`src/sv/sfod_pkg.sv`:
```
package sfod_pkg;

    // Width of the value fields on both channels.
    localparam int unsigned DATA_W = 64;

    // Control that travels with one transaction from cell to cell.
    typedef struct packed {
        logic valid;   // stage holds a transaction
        logic last;    // transaction closes its list
        logic hit;     // value matched a recorded entry upstream
        logic placed;  // value was recorded in an upstream cell
    } cell_flags_t;

endpackage

```
`src/sv/sfod_cell.sv`:
```
module sfod_cell #(
    parameter int unsigned VALUE_WIDTH = 64
) (
    input  logic                     clk,
    input  logic                     rst_n,
    input  logic                     advance,
    input  sfod_pkg::cell_flags_t    prev_flags,
    input  logic [VALUE_WIDTH-1:0]   prev_value,
    output sfod_pkg::cell_flags_t    next_flags,
    output logic [VALUE_WIDTH-1:0]   next_value
);

    logic [VALUE_WIDTH-1:0]  stored_reg;
    logic [VALUE_WIDTH-1:0]  stored_next;
    logic                    used_reg;
    logic                    used_next;
    sfod_pkg::cell_flags_t   flags_reg;
    sfod_pkg::cell_flags_t   flags_next;
    logic [VALUE_WIDTH-1:0]  value_reg;
    logic                    match;
    logic                    record;

    // Compare against the local entry; record into the first free cell reached.
    assign match  = used_reg && (stored_reg == prev_value);
    assign record = prev_flags.valid && !prev_flags.hit && !prev_flags.placed && !used_reg;

    always_comb
    begin
        stored_next = stored_reg;
        used_next   = used_reg;
        flags_next  = prev_flags;
        if (prev_flags.valid)
        begin
            flags_next.hit    = prev_flags.hit | match;
            flags_next.placed = prev_flags.placed | record;
            if (record)
            begin
                stored_next = prev_value;
                used_next   = 1'b1;
            end
            // drop the entry once the list's final transaction has passed
            if (prev_flags.last)
            begin
                used_next = 1'b0;
            end
        end
    end

    always_ff @(posedge clk or negedge rst_n)
    begin
        if (!rst_n)
        begin
            used_reg  <= 1'b0;
            flags_reg <= '0;
        end
        else if (advance)
        begin
            used_reg  <= used_next;
            flags_reg <= flags_next;
        end
    end

    always_ff @(posedge clk)
    begin
        if (advance)
        begin
            stored_reg <= stored_next;
            value_reg  <= prev_value;
        end
    end

    assign next_flags = flags_reg;
    assign next_value = value_reg;

    a_record_into_free: assert property (@(posedge clk) disable iff (!rst_n)
        (advance && record && !prev_flags.last) |=> used_reg)
        else $error("recorded value not held in cell");

endmodule

```
`config.mk`:
```
export PLATFORM = sky130hd
export DESIGN_NAME = sfod_cell
export DESIGN_NICKNAME = d
export VERILOG_FILES = /design/src/sv/sfod_pkg.sv /design/src/sv/sfod_cell.sv
export SDC_FILE = /design/constraint.sdc
export NUM_CORES = 1
export LEC_CHECK = 0
export ABC_AREA = 1
export BUFFER_PORTS_ARGS = -buffer_cell sky130_fd_sc_hd__buf_2
export CELL_PAD_IN_SITES_DETAIL_PLACEMENT = 1
export CELL_PAD_IN_SITES_GLOBAL_PLACEMENT = 2
export CORE_MARGIN = 4
export CORE_UTILIZATION = 36
export CTS_BUF_LIST = sky130_fd_sc_hd__clkbuf_8 sky130_fd_sc_hd__clkbuf_16
export CTS_CLUSTER_DIAMETER = 100
export DETAILED_ROUTE_END_ITERATION = 6
export GPL_ROUTABILITY_DRIVEN = 0
export PLACE_DENSITY_LB_ADDON = 0.1
export REMOVE_ABC_BUFFERS = 1
export SETUP_SLACK_MARGIN = 0.3
export SLEW_MARGIN = 5
export SYNTH_ARGS = -nofsm -noshare
export SYNTH_HDL_FRONTEND = slang
export SYNTH_SLANG_ARGS = --single-unit
```
`constraint.sdc`:
```
create_clock -name clk -period 5.11 [get_ports clk]
set_clock_uncertainty 0.1 [all_clocks]
set_input_delay 1.022 -clock clk [delete_from_list [all_inputs] [get_ports clk]]
set_output_delay 1.022 -clock clk [all_outputs]
set_load 0.005 [all_outputs]
```
==> impl_metrics.py <==
metrics = {
    "status": {
        "status": "finished clean",
    },
    "clock_tree": {
        "cts_tree": "built",
        "clk_latency_ns": 0.41,
        "cts_htree_levels": 4,
        "cts_setup_buffers": 0,
        "holdBufCountCts": 0,
        "cts_buffer_depth": 2,
        "clock_sinks": 133,
        "numCtsBuffers": 17,
        "cts-resized-gates": 0,
        "root_buffer": "clkbuf_16",
        "clkTransAtPathRegs_ns": 0.05,
    },
    "critical_path": {
        "cp_slowest_stage_delay_ns": 0.74,
        "path_class": "in -> reg",
        "path_max_fanout": 45,
        "required_ns": 5.10,
        "r2r_setup_slack_ns": 2.76,
        "critPathMostFrequentCell": "buf_4",
        "slowest_stage": "inv_2",
        "critPathCapture": "stored_reg[31]$_DFFE_PP_",
        "reg2reg_to": "stored_reg[31]$_DFFE_PP_",
        "endpoint_kind": "flip-flop",
        "r2r_cells": 6,
        "cp.arrival_ns": 2.64,
        "crit_chain": "buf_4, inv_1, nor2_1, nand2_1, inv_2, buf_4",
        "r2r_start": "used_reg$_DFFE_PN0P_",
        "startpoint": "advance",
        "start_kind": "input port",
    },
    "die": {
        "coreArea_mm2": 0.01393,
        "boundaryPins": 139,
        "rows": 43,
        "start_util_pct": 37.02,
        "die_h_um": 127.7,
        "dieArea_mm2": 0.01631,
        "die_w_um": 127.7,
    },
    "timing": {
        "min_period_ns": 2.645,
        "tns_ns": 0,
        "rsz0062_at_grt": "no",
        "final_max_slew_viol_count": 0,
        "setup_viol": 0,
        "period_share_pct": 51.76,
        "hold_violations": 0,
        "maxSlewHeadroom_pct": 32.89,
        "fin_hold_ws_ns": 0.3182,
        "worst_slew_pin_slew_ns": 1.005,
        "fmax_mhz": 378.1,
    },
    "grt": {
        "grt_max_degree": 70,
        "grt_util_met3_pct": 6.208,
        "grt_usage_pct": 14.30,
        "grt_pass1_wl_um": 17660,
        "use_met1_pct": 17.39,
        "grtUsageMet2_pct": 22.70,
        "grt_pass1_vias": 3543,
        "grt_most_used_layer": "met2",
        "grt_antenna_before_repair": 0,
        "grt-ovfl-total": 0,
    },
    "power_and_ir_drop": {
        "total_power_w": 0.002672,
        "p_leak_nw": 2.950,
        "cellPowerDensity_mw_per_mm2": 399.5,
        "vdd_drop_max_mv": 0.2000,
    },
    "synthesis": {
        "synth_area_mm2": 0.005159,
        "ys_ff_latch": 133,
        "syn_area_per_cell_um2": 12.67,
        "ys_warn_count": 0,
        "seq_area_frac_synth_pct": 76.93,
        "synthCells": 407,
        "yosysUniqueCellTypes": 15,
    },
    "finish": {
        "areaGrowthSynthToFinish_pct": 29.66,
        "drive_gt1_share_pct": 29.53,
        "antenna_cells": 0,
        "final_nets": 637,
    },
    "run": {
        "maxCapViolCount": 0,
    },
    "routing": {
        "wl_um": 11070,
        "vias": 3328,
        "drc_errors": 0,
        "wl_per_cell_um": 14.58,
        "antenna_left": 0,
        "dr.pass1.iters": 4,
        "drtIter0Drc": 117,
        "drt-vias-per-instance": 4.385,
    },
    "place": {
        "port_buffers": 138,
        "hpwl_um": 7918,
    },
    "min_path": {
        "hp-class": "in -> async",
    },
}
power breakdown:
group	leakage, nW	internal, W	switching (W)
registers	1.27	0.00126	0.0000160
logic	1.38	0.0000704	0.0000965
clock network	0.305	0.000801	0.000429
total	2.95	0.00213	0.000541
logic make-up after synthesis:
kind of cell	Yosys count	share of synthesized area [%]
simple gates	171	12.88
flops	133	76.93
buf+inv	67	4.875
xor+xnor	23	3.905
compound gates	13	1.407
routing by layer:
metal | routed length (µm) | up-vias
met3 | 754 | 17
met4 | 186 | 0
met5 | 0 | -
met1 | 4736 | 1566
li1 | - | 1650
met2 | 5390 | 95
synth_stat cells, drive strengths merged:
master,count,share of area (%)
xnor2,11,1.9
a32oi,1,0.17
a21oi,2,0.27
nand2,107,7.8
nand4,1,0.12
nor3,2,0.39
nand3,6,0.58
o21ai,10,0.97
nor2,55,4.0
inv,67,4.9
edfxtp,128,75
xor2,12,2.0
dfrtp,5,2.4
worst max-delay path, delay by kind of cell:
kind          cells  cell delay, ns
buf+inv           4            1.34
simple gates      2            0.26
placed cells by master (no fill, tap or decap), drive strengths merged:
cell type | Yosys | routed
xor2 | 12 | 12
a32oi | 1 | 1
clkinv | 0 | 7
dfrtp | 5 | 5
nand3 | 6 | 6
bufinv | 0 | 4
edfxtp | 128 | 128
o21ai | 10 | 10
buf | 0 | 140
clkinvlp | 0 | 1
a21oi | 2 | 2
clkbuf | 0 | 17
nand4 | 1 | 1
nor2 | 55 | 55
inv | 67 | 70
nand2 | 107 | 107
xnor2 | 11 | 11
nor3 | 2 | 2
per-stage QoR:
step / cell area, µm² / std cells / setup WS (ns) / utilization, %
after floorplan: 5159 / 407 / 2.077 / -
after global placement: 6092 / 727 / 2.077 / 43.72
after detailed placement: 6092 / 727 / 1.963 / 43.72
after CTS: 6689 / 759 / 2.410 / 48.00
after global routing: 6689 / 759 / 2.281 / 48.00
final: 6689 / 759 / 2.465 / 48.00
worst min-delay path by stage:
stage                                    startpoint                         to  slack [ns]
after floorplan           next_flags[2]$_DFFE_PN0P_  next_flags[2]$_DFFE_PN0P_        0.37
after global placement    next_flags[1]$_DFFE_PN0P_  next_flags[1]$_DFFE_PN0P_        0.39
after detailed placement  next_flags[2]$_DFFE_PN0P_  next_flags[2]$_DFFE_PN0P_        0.38
after CTS                                     rst_n  next_flags[0]$_DFFE_PN0P_        0.29
after global routing                          rst_n  next_flags[3]$_DFFE_PN0P_        0.29
final                                         rst_n  next_flags[2]$_DFFE_PN0P_        0.32
cell type report:
class / count / area (µm²)
inverters: 67 / 251.5
flip-flops and latches: 133 / 3969
multi-input cells: 207 / 938.4
clock buffers: 17 / 425.4
repair buffers: 140 / 708.2
fillers: 1510 / 7246
clock inverters: 15 / 171.4
well taps: 180 / 225.2
Note: power is estimated with default switching activity, not from simulation.
